### src/hw/rtl/mau_pkg.sv
// ----------------------------------------------------------------------------
// mau_pkg
// shared types and constants of the modular arithmetic unit
// ----------------------------------------------------------------------------
package mau_pkg;

  localparam int MOD_BITS_DEF = 31;
  localparam int EXP_BITS_DEF = 32;
  localparam int MOD_RESET    = 998244353;
  localparam int NQR_LIMIT    = 4096;
  localparam int NQR_BITS     = 13;
  localparam int OPND_BITS    = 32;

  typedef enum logic [2:0] {
    OP_ADD  = 3'd0,
    OP_SUB  = 3'd1,
    OP_MUL  = 3'd2,
    OP_DIV  = 3'd3,
    OP_NEG  = 3'd4,
    OP_POW  = 3'd5,
    OP_SQRT = 3'd6,
    OP_EQ   = 3'd7
  } opcode_e;

  typedef enum logic [5:0] {
    ST_IDLE,
    ST_RED_GO,
    ST_RED_WT,
    ST_RA,
    ST_RB,
    ST_DISPATCH,
    ST_MUL_GO,
    ST_MUL_WT,
    ST_POW_LOOP,
    ST_POW_R1,
    ST_POW_R2,
    ST_FIN_MUL,
    ST_FIN_POW,
    ST_EU_LOOP,
    ST_EU_WT,
    ST_DIV_RED,
    ST_SQ_START,
    ST_SQ3_P,
    ST_SQ3_C,
    ST_SQ_STRIP,
    ST_NQR,
    ST_NQR_C,
    ST_TS_C0,
    ST_TS_T0,
    ST_TS_R0,
    ST_TS_LOOP,
    ST_TS_SQ,
    ST_TS_SQR,
    ST_TS_B,
    ST_TS_BR,
    ST_TS_C2,
    ST_TS_T2,
    ST_TS_R2,
    ST_ROOT2
  } state_e;

endpackage

### src/hw/rtl/mau_div.sv
// ----------------------------------------------------------------------------
// mau_div
// restoring divider, one quotient bit per cycle, shared by all reductions
// ----------------------------------------------------------------------------
module mau_div #(
  parameter int MOD_BITS = mau_pkg::MOD_BITS_DEF,
  localparam int DW = (2 * MOD_BITS > mau_pkg::OPND_BITS) ? 2 * MOD_BITS : mau_pkg::OPND_BITS,
  localparam int NW = $clog2(DW + 1)
) (
  input  logic                clk_i,
  input  logic                rst_ni,
  input  logic                start_i,
  input  logic [DW-1:0]       dividend_i,
  input  logic [MOD_BITS-1:0] divisor_i,
  input  logic [NW-1:0]       nbits_i,
  output logic                done_o,
  output logic [DW-1:0]       quot_o,
  output logic [MOD_BITS-1:0] rem_o
);

  logic                busy_q;
  logic [NW-1:0]       cnt_q;
  logic [DW-1:0]       dvd_q;
  logic [DW-1:0]       quot_q;
  logic [MOD_BITS-1:0] rem_q;
  logic [MOD_BITS-1:0] dsr_q;
  logic [MOD_BITS:0]   trial;
  logic [MOD_BITS:0]   diff;
  logic                ge;

  assign trial = {rem_q, dvd_q[DW-1]};
  assign diff  = trial - {1'b0, dsr_q};
  assign ge    = trial >= {1'b0, dsr_q};

  always_ff @(posedge clk_i or negedge rst_ni) begin
    if (!rst_ni) begin
      busy_q <= 1'b0;
      cnt_q  <= '0;
    end else if (start_i) begin
      busy_q <= 1'b1;
      cnt_q  <= nbits_i;
    end else if (busy_q) begin
      if (cnt_q != '0) begin
        cnt_q <= cnt_q - 1'b1;
      end else begin
        busy_q <= 1'b0;
      end
    end
  end

  always_ff @(posedge clk_i) begin
    if (start_i) begin
      // align the used bits to the top of the shift register
      dvd_q  <= dividend_i << (NW'(DW) - nbits_i);
      quot_q <= '0;
      rem_q  <= '0;
      dsr_q  <= divisor_i;
    end else if (busy_q && cnt_q != '0) begin
      rem_q  <= ge ? diff[MOD_BITS-1:0] : trial[MOD_BITS-1:0];
      quot_q <= {quot_q[DW-2:0], ge};
      dvd_q  <= {dvd_q[DW-2:0], 1'b0};
    end
  end

  assign done_o = busy_q && (cnt_q == '0);
  assign quot_o = quot_q;
  assign rem_o  = rem_q;

endmodule
### config.mk
export PLATFORM = sky130hd
export DESIGN_NAME = mau_div
export DESIGN_NICKNAME = d
export VERILOG_FILES = /design/src/hw/rtl/mau_pkg.sv /design/src/hw/rtl/mau_div.sv
export SDC_FILE = /design/constraint.sdc
export NUM_CORES = 1
export LEC_CHECK = 0
export BUFFER_PORTS_ARGS = -buffer_cell sky130_fd_sc_hd__buf_2
export CORE_MARGIN = 10
export CORE_UTILIZATION = 47
export CTS_CLUSTER_SIZE = 28
export DETAILED_ROUTE_END_ITERATION = 8
export HOLD_SLACK_MARGIN = 0.08
export PLACE_DENSITY = 0.69
export SLEW_MARGIN = 10
export SYNTH_ARGS = -nofsm -noshare
export SYNTH_HDL_FRONTEND = slang
export SYNTH_SLANG_ARGS = --single-unit
### constraint.sdc
create_clock -name clk_i -period 5.3 [get_ports clk_i]
set_input_delay 0 -clock clk_i [delete_from_list [all_inputs] [get_ports clk_i]]
set_output_delay 0 -clock clk_i [all_outputs]
set_load 0.02 [all_outputs]
==> impl_summary.txt, run 1 <==
----------------------------------------------------
[Run status]
  Run status ... completed

[CTS]
  Number of cells upsized or downsized after cts ... 0
  Number of clock sinks seen by CTS ... 193
  Inserted Clock Buffers ... 17
  Number of H-tree levels ... 4
  Clock tree from TritonCTS ... yes
  Clock insertion delay at the later pin of the skew report ... 440 ps
  Maximum clock insertion buffer count ... 2
  Root buffer selected by CTS ... clkbuf_16
  Clk slew on worst S/H paths ... 80 ps

[Power]
  Flop pwr share ... between 30% and 40%
  Total design power ... 5.945 mW
  Leakage component of the power ... 6.193 nW
  Switching component of the power ... 2.446 mW
  Design internal power ... 3.499 mW
  Sw Share ... approximately two fifths
  Power density relative to cell area ... 399.4 nW/um^2
  Peak supply drop ... 0.1906 mV
  Clock Power Share ... 21.6%
  Combinational fraction of design power ... 44.0%

[Cells and area]
  Final standard cell utilization of the core ... a little under three fifths
  Antenna Cells ... 0
  Layout area overhead ... 17.27%
  Footprint of the flip-flops and latches ... 4830 sq um
  Filler cell count ... 2437
  Layout net count ... 1727
  Proportion of layout cells with a drive suffix above 1 ... 21.21%
  Area of the multi-input gates ... roughly 7300 sq um

[STA]
  Total Negative Setup Slacks ... 0 ps
  Setup violation total in the final timing report ... 0
  Worst Slack Setup Final ... 1594 ps
  Worst-Margin Slew ... 1246 ps
  Post-route minimum period ... approximately 3700 ps
  Worst rel slew slack ... 16.85%
  Worst setup skew after layout ... 19.74 ps
  Number of slew-limit violations in the final report ... 0
  Peak clock frequency supported by timing ... 0.2698 GHz
  Period utilisation layout ... 69.93%
  RSZ-0062 raised after global routing ... no
  Hold violation total from the final report ... 0

[Placed design]
  Post-detailed-placement half-perimeter wirelength ... roughly 27000 microns
  Worst slack, placed ... 1634 ps
  Buffers added on ports ... 195
  Final weighted congestion in routability-driven placement ... 1.021

[Critical path]
  Most frequent CP cell ... mux2i_1
  Slowest stage cell, crit path ... ha_2
  Register-to-Register Setup Slack ... 1640 ps
  Worst Path Arrival ... ~3900 ps
  Startpoint types ... primary input
  FF-to-FF End ... rem_o[30]$_SDFFE_PP0P_
  Number of cells on the worst reg-to-reg path ... 11
  WS Path Type ... in2reg
  Data required time of the critical path ... 5470 ps
  Delay contributed by the slowest stage of the critical path ... 1000 ps
  Largest fanout on the critical path ... 50
  FF-to-FF Start ... dvd_q[61]$_DFFE_PP_
  Capturing element type of the critical path ... register
  Worst path cell trace ... dlygate4sd3_1, buf_4, ha_2, mux4_2, mux2i_1, mux2i_1, a22oi_1, nand2_1, o311ai_0, o21ai_0

[Synthesis]
  Mapped Nets ... roughly 1600
  Share of synthesized registers carrying an async set or reset ... 3.627%
  Number of enable flip-flop cells after synthesis ... 93
  Synthesized area per cell ... 8.944 sq um
  Sequential fraction of the synthesis area ... 38.05%
  Seq cells post-synth ... 193
  Post-Synthesis Cells ... 1419
  Area share of the largest cell type after synthesis ... 22.00%
  Top cell type by total area after synthesis ... edfxtp_1
  Top flip-flop cell by instance count after synthesis ... edfxtp_1
  Warnings, synthesis ... 0
  Area of the mapped netlist ... ~13000 sq um
  Count of cell types in the netlist ... 75
  Leading post-synthesis cells by cell area ... edfxtp_1 (22%), dfxtp_1 (15%), mux4_2 (9.9%)

[Worst hold path]
  Beginning of the worst hold path ... start_i
  Kind of path behind the tightest hold check ... in2reg
  Worst Hold Depth ... 2
  Worst-case hold path end point ... dvd_q[43]$_DFFE_PP_

[Global routing]
  Initial antenna violation count ... 0
  Grt ovf ... 0
  Global-route wire length before repair ... 59400 microns
  Number of global-route vias before repair ... 11000
  Maximum number of pins on one net before global-route repair ... 80
  Overall track demand over capacity in global routing ... 21.66%

[Route]
  Post-DR wirelength/cell ... 19.17 microns
  Vias per std cell ... 5.886
  Initial drt markers ... between 900 and 1000
  Antenna-violating nets left ... 0
  Iteration count of the initial detailed-routing pass ... 5
  Detailed-route via count ... 11440
  Final routed wirelength across all metal layers ... 37270 microns
  Number of remaining DRC errors ... 0

[Floorplan]
  Starting Density ... a little under half
  Die outline area ... 33980 sq um
  Number of top-level pins ... 196
  Die Span X ... 184.3 microns
  Total core area ... around 27000 sq um
  Die height ... 184.3 microns
  Number of rows created at floorplan ... 60

[Job]
  Count of max-cap constraint violations ... 0

----------------------------------------------------
cell type report:
cell class                      count  area share, %
Clock inverter                     14         0.9667
Inverter                           49          1.236
Sequential cell                   193          32.45
Timing Repair Buffer              255          10.41
Multi-Input combinational cell   1074          49.05
Clock buffer                       18          3.026
Tap cell                          341          2.867
metal layers:
metal,wire [microns],up-vias,share of wire [%],global-route usage [%]
li1,-,5534,-,-
met1,15610,5419,42,26.98
met2,18170,417,49,36.43
met3,2113,72,5.7,3.465
met4,1382,0,3.7,9.177
met5,0,-,0,0
critical path: cells and delay by family:
family / cells / cell delay [ps]
buffers and inverters: 2 / 1030
adders and majority gates: 1 / 1000
muxes: 3 / 900
AOI/OAI and AO/OA: 3 / 780
and+or+nand+nor: 1 / 130
cells by family after synthesis:
family	share of synthesized area [%]
simple gates	17.03
buf+inv	5.018
mux	15.60
compound gates	18.80
fa+ha+maj	3.509
flops	38.05
xor+xnor	1.991
layout by cell type, fill, tap and decap left out, types with 48 or more instances in the layout:
| cell type | n |
|---|---|
| edfxtp_1 | 93 |
| nor2_1 | 89 |
| a21oi_1 | 136 |
| inv_1 | 48 |
| nand2_1 | 303 |
| buf_2 | 193 |
| mux2i_1 | 56 |
| mux4_2 | 56 |
| o21ai_0 | 81 |
| dfxtp_1 | 93 |
power by group through the flow:
stage               logic, mW  registers [mW]  clock network, mW
finish                   2.62            2.04               1.29
detailed placement       2.55            2.07                  0
floorplan                1.77            2.16                  0
CTS                      2.59            2.04               1.31
global placement         2.53            2.06                  0
global route             2.88            2.07               1.37
sequential cells by signal, summed over array words and instances, names as in the netlist:
register / flops
busy_q: 1
cnt_q: 6
dsr_q: 31
dvd_q: 62
quot_o: 62
rem_o: 31
what timing repair did:
action,in CTS,in global routing
setup buffers,0,0
hold buffers,39,0
endpoints found under the hold margin,44,0
metrics by stage:
stage          hold WS, ps  instance area (sq um)  std cells
2_1_floorplan       -295.6                  12690       1419
3_3_place_gp        -153.8                  13870       1872
3_5_place_dp        -150.0                  13870       1872
4_1_cts              81.22                  14860       1943
5_1_grt              120.5                  14880       1944
6_report             92.25                  14880       1944
worst max path at each step:
stage                             endpoint  cells past startpoint  slack [ps]            startpoint
floorplan           dvd_q[0]$_SDFFCE_PN0P_                      8        1750  cnt_q[0]$_DFFE_PN0P_
global placement    rem_o[30]$_SDFFE_PP0P_                     11        1700   dvd_q[61]$_DFFE_PP_
detailed placement  rem_o[30]$_SDFFE_PP0P_                     11        1630   dvd_q[61]$_DFFE_PP_
CTS                 rem_o[30]$_SDFFE_PP0P_                     11        1620   dvd_q[61]$_DFFE_PP_
global route           dvd_q[53]$_DFFE_PP_                     10        1260            nbits_i[0]
finish                 dvd_q[53]$_DFFE_PP_                     10        1590            nbits_i[0]
Yosys cell counts (30+ instances only):
cell type and instances:
mux2i_1 56, inv_1 49, o21ai_0 81, edfxtp_1 93, dfxtp_1 93, nand2_1 304, nor2_1 89, ha_1 34
o2bb2ai_1 30, a21oi_1 136, clkbuf_1 58, mux4_2 56, nand3_1 33
Power figures use the tool's default switching activity.
==> inputs of run 2 (changes only) <==
--- a/config.mk
+++ b/config.mk
@@ -5,13 +5,14 @@
 export SDC_FILE = /design/constraint.sdc
 export NUM_CORES = 1
 export LEC_CHECK = 0
+export ABC_AREA = 1
 export BUFFER_PORTS_ARGS = -buffer_cell sky130_fd_sc_hd__buf_2
 export CORE_MARGIN = 10
 export CORE_UTILIZATION = 47
 export CTS_CLUSTER_SIZE = 28
 export DETAILED_ROUTE_END_ITERATION = 8
 export HOLD_SLACK_MARGIN = 0.08
-export PLACE_DENSITY = 0.69
+export PLACE_DENSITY = 0.71
 export SLEW_MARGIN = 10
 export SYNTH_ARGS = -nofsm -noshare
 export SYNTH_HDL_FRONTEND = slang
==> constraint.sdc (replaced) <==
create_clock -name clk_i -period 3.2 [get_ports clk_i]
set_input_delay 0 -clock clk_i [delete_from_list [all_inputs] [get_ports clk_i]]
set_output_delay 0 -clock clk_i [all_outputs]
set_load 0.02 [all_outputs]
==> run 2 against run 1 <==
Net effect:
- core utilization up 0.55 points
- clock skew down 7.7 ps
- setup slack worse by 900 ps
- register-to-register slack worse by 910 ps
- clock power up 75%
- sequential cell count unchanged
- highest routed layer unchanged
==> impl_summary.txt, run 2 <==
----------------------------------------------------
[Route]
  Vias per std cell ... 5.261 (-11%)
  Detailed-route via count ... 13740 (+20%)
  Met3 wirelength from detailed routing ... 1926 microns (-8.8%)
  Post-DR wirelength/cell ... 15.64 microns (-18%)
  Length of routed wiring on met1 ... 17060 microns (+9.3%)
  Iteration count of the initial detailed-routing pass ... 6 (+1)
  Final routed wirelength across all metal layers ... 40860 microns (+9.6%)
  Antenna-violating nets left ... 0 (unchanged)
  DR WL met2 ... 20950 microns (+15%)
  Uppermost layer routed ... met4
  Number of remaining DRC errors ... 0 (unchanged)
  Initial drt markers ... 1381 (+46%)

[Power]
  Sw Share ... 41.20% (+0.061 points)
  Power density relative to cell area ... 591.2 nW/um^2 (+48%)
  Switching component of the power ... 3.817 mW (+56%)
  Flop pwr share ... 35.0% (+0.7 points)
  Leakage component of the power ... 7.957 nW (+28%)
  Clock Power Share ... 24.4% (+2.8 points)
  Peak supply drop ... 0.4357 mV (+130%)
  Combinational fraction of design power ... 40.6% (-3.4 points)
  Design internal power ... 5.446 mW (+56%)

[CTS]
  Clock tree from TritonCTS ... yes
  Number of H-tree levels ... 4 (unchanged)
  Inserted Clock Buffers ... 17 (unchanged)
  Number of clock sinks seen by CTS ... 193 (unchanged)
  Clock insertion delay at the later pin of the skew report ... 450 ps (about the same)
  Post-CTS setup buffer count ... 0 (unchanged)
  Root buffer selected by CTS ... clkbuf_16
  Maximum clock insertion buffer count ... 2 (unchanged)
  Clk slew on worst S/H paths ... 80 ps (about the same)

[STA]
  RSZ-0062 raised after global routing ... no
  Number of slew-limit violations in the final report ... 0 (unchanged)
  Worst-Margin Slew ... 692.4 ps (-553.4 ps)
  Worst setup skew after layout ... 12.08 ps (-7.663 ps)
  Hold violation total from the final report ... 0 (unchanged)
  Period utilisation layout ... 78.29%
  Peak clock frequency supported by timing ... 0.3992 GHz
  Worst rel slew slack ... 53.77% (+37 points)
  Post-route minimum period ... 2505 ps
  Total Negative Setup Slacks ... 0 ps (unchanged)
  Setup violation total in the final timing report ... 0 (unchanged)

[Synthesis]
  Count of cell types in the netlist ... 42 (-44%)
  Top cell type by total area after synthesis ... nand2_1
  Leading post-synthesis cells by cell area ... nand2_1 (22%), edfxtp_1 (21%), dfxtp_1 (14%)
  Sequential fraction of the synthesis area ... 36.38% (-1.7 points)
  Number of enable flip-flop cells after synthesis ... 93 (unchanged)
  Synthesized area per cell ... 6.520 sq um (-27%)
  Area share of the largest cell type after synthesis ... 21.72% (-0.29 points)
  Area of the mapped netlist ... 13270 sq um (+4.6%)
  Warnings, synthesis ... 0 (unchanged)
  Most frequently used cell type in the post-synthesis netlist ... nand2_1
  Mapped Nets ... 2173 (+40%)
  Post-Synthesis Cells ... 2036 (+43%)
  Share of synthesized registers carrying an async set or reset ... 3.627% (unchanged)
  Most numerous cell types in the synthesized netlist ... nand2_1 (768), nand3_1 (355), inv_1 (231), dfxtp_1 (93), edfxtp_1 (93)
  Seq cells post-synth ... 193 (unchanged)
  Top flip-flop cell by instance count after synthesis ... edfxtp_1

[Run status]
  Run status ... completed

[Critical path]
  Register-to-Register Setup Slack ... 730 ps (-910 ps)
  Startpoint types ... primary input
  Largest fanout on the critical path ... 36 (-28%)
  Worst Path Arrival ... 2820 ps (-1060 ps)
  Critical path endpoint ... dvd_q[49]$_DFFE_PP_
  Capturing element type of the critical path ... register
  Launch point of the critical path ... nbits_i[1]
  Data required time of the critical path ... 3520 ps (-1950 ps)
  Number of cells on the worst reg-to-reg path ... 15 (+4)
  FF-to-FF Start ... dsr_q[0]$_DFFE_PP_
  FF-to-FF End ... rem_o[22]$_SDFFE_PP0P_
  WS Path Type ... in2reg

[Global routing]
  Maximum number of pins on one net before global-route repair ... 65 (-19%)
  Overall track demand over capacity in global routing ... 22.55% (+0.89 points)
  Number of global-route vias before repair ... 13010 (+18%)
  Grt ovf ... 0 (unchanged)
  Initial antenna violation count ... 0 (unchanged)
  Global-route wire length before repair ... 66160 microns (+11%)

[Cells and area]
  Commonest cells after routing, fill and taps aside ... nand2_1 (767), nand3_1 (355), inv_1 (230)
  Proportion of layout cells with a drive suffix above 1 ... 14.19% (-7.0 points)
  Filler cell count ... 2732 (+12%)
  Layout area overhead ... 18.03%
  Final standard cell utilization of the core ... 56.24% (+0.55 points)
  Most common library cell in the layout ignoring fill and taps ... nand2_1
  Layout net count ... 2358 (+37%)
  Antenna Cells ... 0 (unchanged)

[Floorplan]
  Die height ... 188.1 microns (+2.0%)
  Number of top-level pins ... 196 (unchanged)
  Number of rows created at floorplan ... 61 (+1.7%)
  Die outline area ... 35360 sq um (+4.1%)
  Starting Density ... 47.65% (+0.16 points)
  Total core area ... 27860 sq um (+4.2%)
  Die Span X ... 188.1 microns (+2.0%)

[Placed design]
  Post-detailed-placement half-perimeter wirelength ... 31030 microns (+13%)
  Buffers added on ports ... 195 (unchanged)
  Final weighted congestion in routability-driven placement ... 0.9630 (-5.7%)

[Worst hold path]
  Kind of path behind the tightest hold check ... in2reg

[Job]
  Count of max-cap constraint violations ... 0 (unchanged)

----------------------------------------------------
## run 2: how the worst min path moves through the flow
stage | from | end | cells after the start
2_1_floorplan | rst_ni | busy_q$_DFF_PN0_ | 0
3_5_place_dp | rst_ni | cnt_q[2]$_DFFE_PN0P_ | 1
6_report | divisor_i[27] | dsr_q[27]$_DFFE_PP_ | 2
4_1_cts | divisor_i[26] | dsr_q[26]$_DFFE_PP_ | 2
5_1_grt | divisor_i[24] | dsr_q[24]$_DFFE_PP_ | 2
3_3_place_gp | rst_ni | cnt_q[2]$_DFFE_PN0P_ | 1
## run 2: cell type report
type	count	area [sq um]	share of cell area, %
multi-input cells	1505	7186	45.86
clock buffers	17	425.4	2.715
well taps	378	473.0	3.019
flip-flops and latches	193	4830	30.83
repair buffers	268	1662	10.61
clock inverters	15	206.4	1.318
inverters	236	885.9	5.654
## run 2: logic make-up after synthesis
family / after synthesis / synth area share [%]
DFF: 193 / 36.38
buffers and inverters: 338 / 9.925
and+or+nand+nor: 1277 / 41.21
adders and majority gates: 35 / 3.356
xor gates and xnor gates: 20 / 1.433
AOI/OAI and AO/OA: 173 / 7.692
## run 2: power groups by stage
stage	Clock (mW)	Combinational, mW	Sequential (mW)
6_report	2.26	3.76	3.24
5_1_grt	2.41	4.22	3.29
4_1_cts	2.30	3.74	3.24
3_5_place_dp	0	3.68	3.29
3_3_place_gp	0	3.64	3.28
2_1_floorplan	0	2.53	3.40
## run 2: critical path: stages
cell and delay (ps):
dlygate4sd3_1 560, buf_2 160, ha_2 360, clkinv_1 530, buf_12 400, nand2_1 100, nand3_1 70, nand2_1 110
nand2_1 70, nand3_1 220, nand3_1 110, nand3_1 110
## run 2: per-layer routing
layer / track usage [%] / vias up
met4: 6.523 / 0
met1: 27.17 / 6325
met3: 3.544 / 62
met5: 0 / -
met2: 40.35 / 377
li1: - / 6978
## run 2: metrics by stage
stage               hold WS, ps  area [sq um]  power [mW]  setup WS (ps)  instances
floorplan                -295.6         13280       5.935          974.7       2036
finish                    255.5         15670       9.263          694.9       2612
global route              249.6         15670       9.918          435.6       2612
global placement         -152.3         14590       6.926          802.0       2535
detailed placement       -150.9         14590       6.972          734.0       2535
CTS                       244.6         15670       9.285          718.7       2612
## run 2: timing repair
| action | CTS | global route |
|---|---|---|
| gates resized for setup | 0 | 0 |
| hold buffers | 45 | 0 |
| endpoints found under the hold margin | 46 | 0 |
==> inputs of run 3 (changes only) <==
==> constraint.sdc (replaced) <==
create_clock -name clk_i -period 2.2 [get_ports clk_i]
set_input_delay 0 -clock clk_i [delete_from_list [all_inputs] [get_ports clk_i]]
set_output_delay 0 -clock clk_i [all_outputs]
set_load 0.02 [all_outputs]
==> run 3 against run 2 <==
Net effect:
- first-iteration DRC count is 0.65% higher
- critical path depth is 1 higher
- die area stayed put
- clock power is 44% higher
- sequential power is 43% higher
- highest routed layer unchanged
- largest power group unchanged
- core utilization is 2.9 points higher
==> impl_summary.txt, run 3 (synthesis results as in run 2) <==
----------------------------------------------------
[Run status]
  Run status ... completed

[CTS]
  Number of H-tree levels ... 4 (unchanged)
  Maximum clock insertion buffer count ... 2 (unchanged)
  Clk slew on worst S/H paths ... 80 ps (about the same)
  Root buffer selected by CTS ... clkbuf_16
  Clock tree from TritonCTS ... yes
  Inserted Clock Buffers ... 17 (unchanged)
  Number of clock sinks seen by CTS ... 193 (unchanged)
  Clock insertion delay at the later pin of the skew report ... 440 ps (about the same)

[STA]
  Worst hold slack across all endpoints ... 264.1 ps (+8.576 ps)
  Peak clock frequency supported by timing ... 0.4697 GHz
  Worst setup skew after layout ... 10.70 ps (-1.378 ps)
  Post-route minimum period ... about 2100 ps
  Worst-Margin Slew ... 619.7 ps (-72.76 ps)
  RSZ-0062 raised after global routing ... yes
  Hold violation total from the final report ... 0 (unchanged)
  Number of slew-limit violations in the final report ... 0 (unchanged)
  Setup violation total in the final timing report ... 0 (unchanged)
  Worst rel slew slack ... 58.69% (+4.9 points)
  Period utilisation layout ... 96.77%
  Total Negative Setup Slacks ... 0 ps (unchanged)

[Critical path]
  Data required time of the critical path ... 2390 ps (-1130 ps)
  Capturing element type of the critical path ... register
  Startpoint types ... primary input
  WS Path Type ... in2reg
  Largest fanout on the critical path ... 31 (-14%)
  Worst Path Arrival ... 2320 ps (-500 ps)

[Cells and area]
  Commonest cells after routing, fill and taps aside ... nand2_1 (760), nand3_1 (346), inv_1 (229)
  Final non-filler cell area ... 16470 sq um (+5.1%)
  Proportion of layout cells with a drive suffix above 1 ... 18.22% (+4.0 points)
  Antenna Cells ... 0 (unchanged)
  Layout area overhead ... 24.10%
  Final std cells w/o fill ... 2672 (+2.3%)
  Most common library cell in the layout ignoring fill and taps ... nand2_1
  Layout net count ... 2418 (+2.5%)

[Route]
  Uppermost layer routed ... met4
  DR WL met2 ... 22270 microns (+6.3%)
  Iteration count of the initial detailed-routing pass ... 9 (+3)
  Number of remaining DRC errors ... 0 (unchanged)
  Detailed-route via count ... 14170 (+3.1%)
  Vias per std cell ... 5.304 (+0.81%)
  Post-DR wirelength/cell ... 16.33 microns (+4.4%)
  Met3 wirelength from detailed routing ... 2118 microns (+10%)
  Initial drt markers ... 1390 (+0.65%)
  Length of routed wiring on met1 ... 17820 microns (+4.4%)
  Final routed wirelength across all metal layers ... 43640 microns (+6.8%)
  Antenna-violating nets left ... 0 (unchanged)

[Global routing]
  Number of global-route vias before repair ... 13580 (+4.4%)
  Initial antenna violation count ... 0 (unchanged)
  Grt ovf ... 0 (unchanged)
  Overall track demand over capacity in global routing ... 23.80% (+1.2 points)
  Maximum number of pins on one net before global-route repair ... 67 (+3.1%)
  Global-route wire length before repair ... 69480 microns (+5.0%)

[Floorplan]
  Number of top-level pins ... 196 (unchanged)
  Starting Density ... 47.65% (unchanged)
  Die outline area ... 35360 sq um (unchanged)
  Die Span X ... 188.1 microns (unchanged)
  Total core area ... 27860 sq um (unchanged)
  Die height ... 188.1 microns (unchanged)
  Number of rows created at floorplan ... 61 (unchanged)

[Worst hold path]
  Kind of path behind the tightest hold check ... in2reg

[Placed design]
  Instance area after placement ... 15160 sq um (+4.0%)
  Final weighted congestion in routability-driven placement ... 0.9820 (+2.0%)
  Buffers added on ports ... 195 (unchanged)
  Post-detailed-placement half-perimeter wirelength ... 32710 microns (+5.4%)
  Placed instance count ... 2597 (+2.4%)

[Power]
  Power density relative to cell area ... 869.8 nW/um^2 (+47%)
  Total design power ... 14.33 mW (+55%)
  Peak supply drop ... 0.5831 mV (+34%)
  Leakage component of the power ... 8.405 nW (+5.6%)

[Job]
  Count of max-cap constraint violations ... 0 (unchanged)

----------------------------------------------------
[run 3: cell type report]
cell class	count	area, sq um
tap	378	473.0
inverter	236	892.1
sequential	193	4831
timing repair buffer	328	2291
clock buffer	17	425.4
multi-input combinational	1505	7376
clock inverter	15	185.2
fill	2626	11380
[run 3: report_power, final]
part	switching (mW)	leakage, nW	internal, mW
combinational	3.98	6.26	2.46
clock	1.56	0.307	1.69
sequential	0.252	1.84	4.39
total	5.79	8.41	8.54
[run 3: path summary, 6_finish.rpt]
kind | startpoint | end | slack (ps) | depth (start not counted)
worst min-delay path | divisor_i[25] | dsr_q[25]$_DFFE_PP_ | 260 | 2
worst min register to register | quot_o[61]$_SDFFE_PP0P_ | quot_o[61]$_SDFFE_PP0P_ | 460 | 2
max in group asynchronous | rst_ni | cnt_q[2]$_DFFE_PN0P_ | 1380 | 3
worst max register to register | rem_o[14]$_SDFFE_PP0P_ | rem_o[14]$_SDFFE_PP0P_ | 90 | 12
min in group asynchronous | rst_ni | cnt_q[5]$_DFFE_PN0P_ | 560 | 3
worst max-delay path | nbits_i[0] | dvd_q[58]$_DFFE_PP_ | 70 | 13
[run 3: critical path, stage by stage]
cell,delay [ps]
dlygate4sd3_1,530
clkbuf_4,210
buf_6,190
inv_1,120
buf_12,180
o21ai_0,240
nand2_1,110
nand3_1,120
nand3_1,90
nand2_1,190
nand2_1,120
nand3_1,120
nand3_1,70
[run 3: timing repair]
action,in CTS,in global routing
resized for setup,4,67
setup endpoints to repair,29,84
buffers inserted,0,0
endpoints found under the hold margin,44,0
cloned,0,2
hold buffers,41,0
pin swaps,0,4
[run 3: metal layers]
metal,up-vias,global-route usage [%]
met3,85,3.581
met4,0,8.892
met2,405,42.75
met1,6571,27.89
li1,7110,-
met5,-,0
[run 3: stage by stage]
step	setup slack [ps]	utilization [%]
5_1_grt	-105.7	59.13
4_1_cts	-10.72	58.16
3_5_place_dp	-105.6	54.44
3_3_place_gp	-49.62	54.44
2_1_floorplan	12.70	-
6_report	71.14	59.13
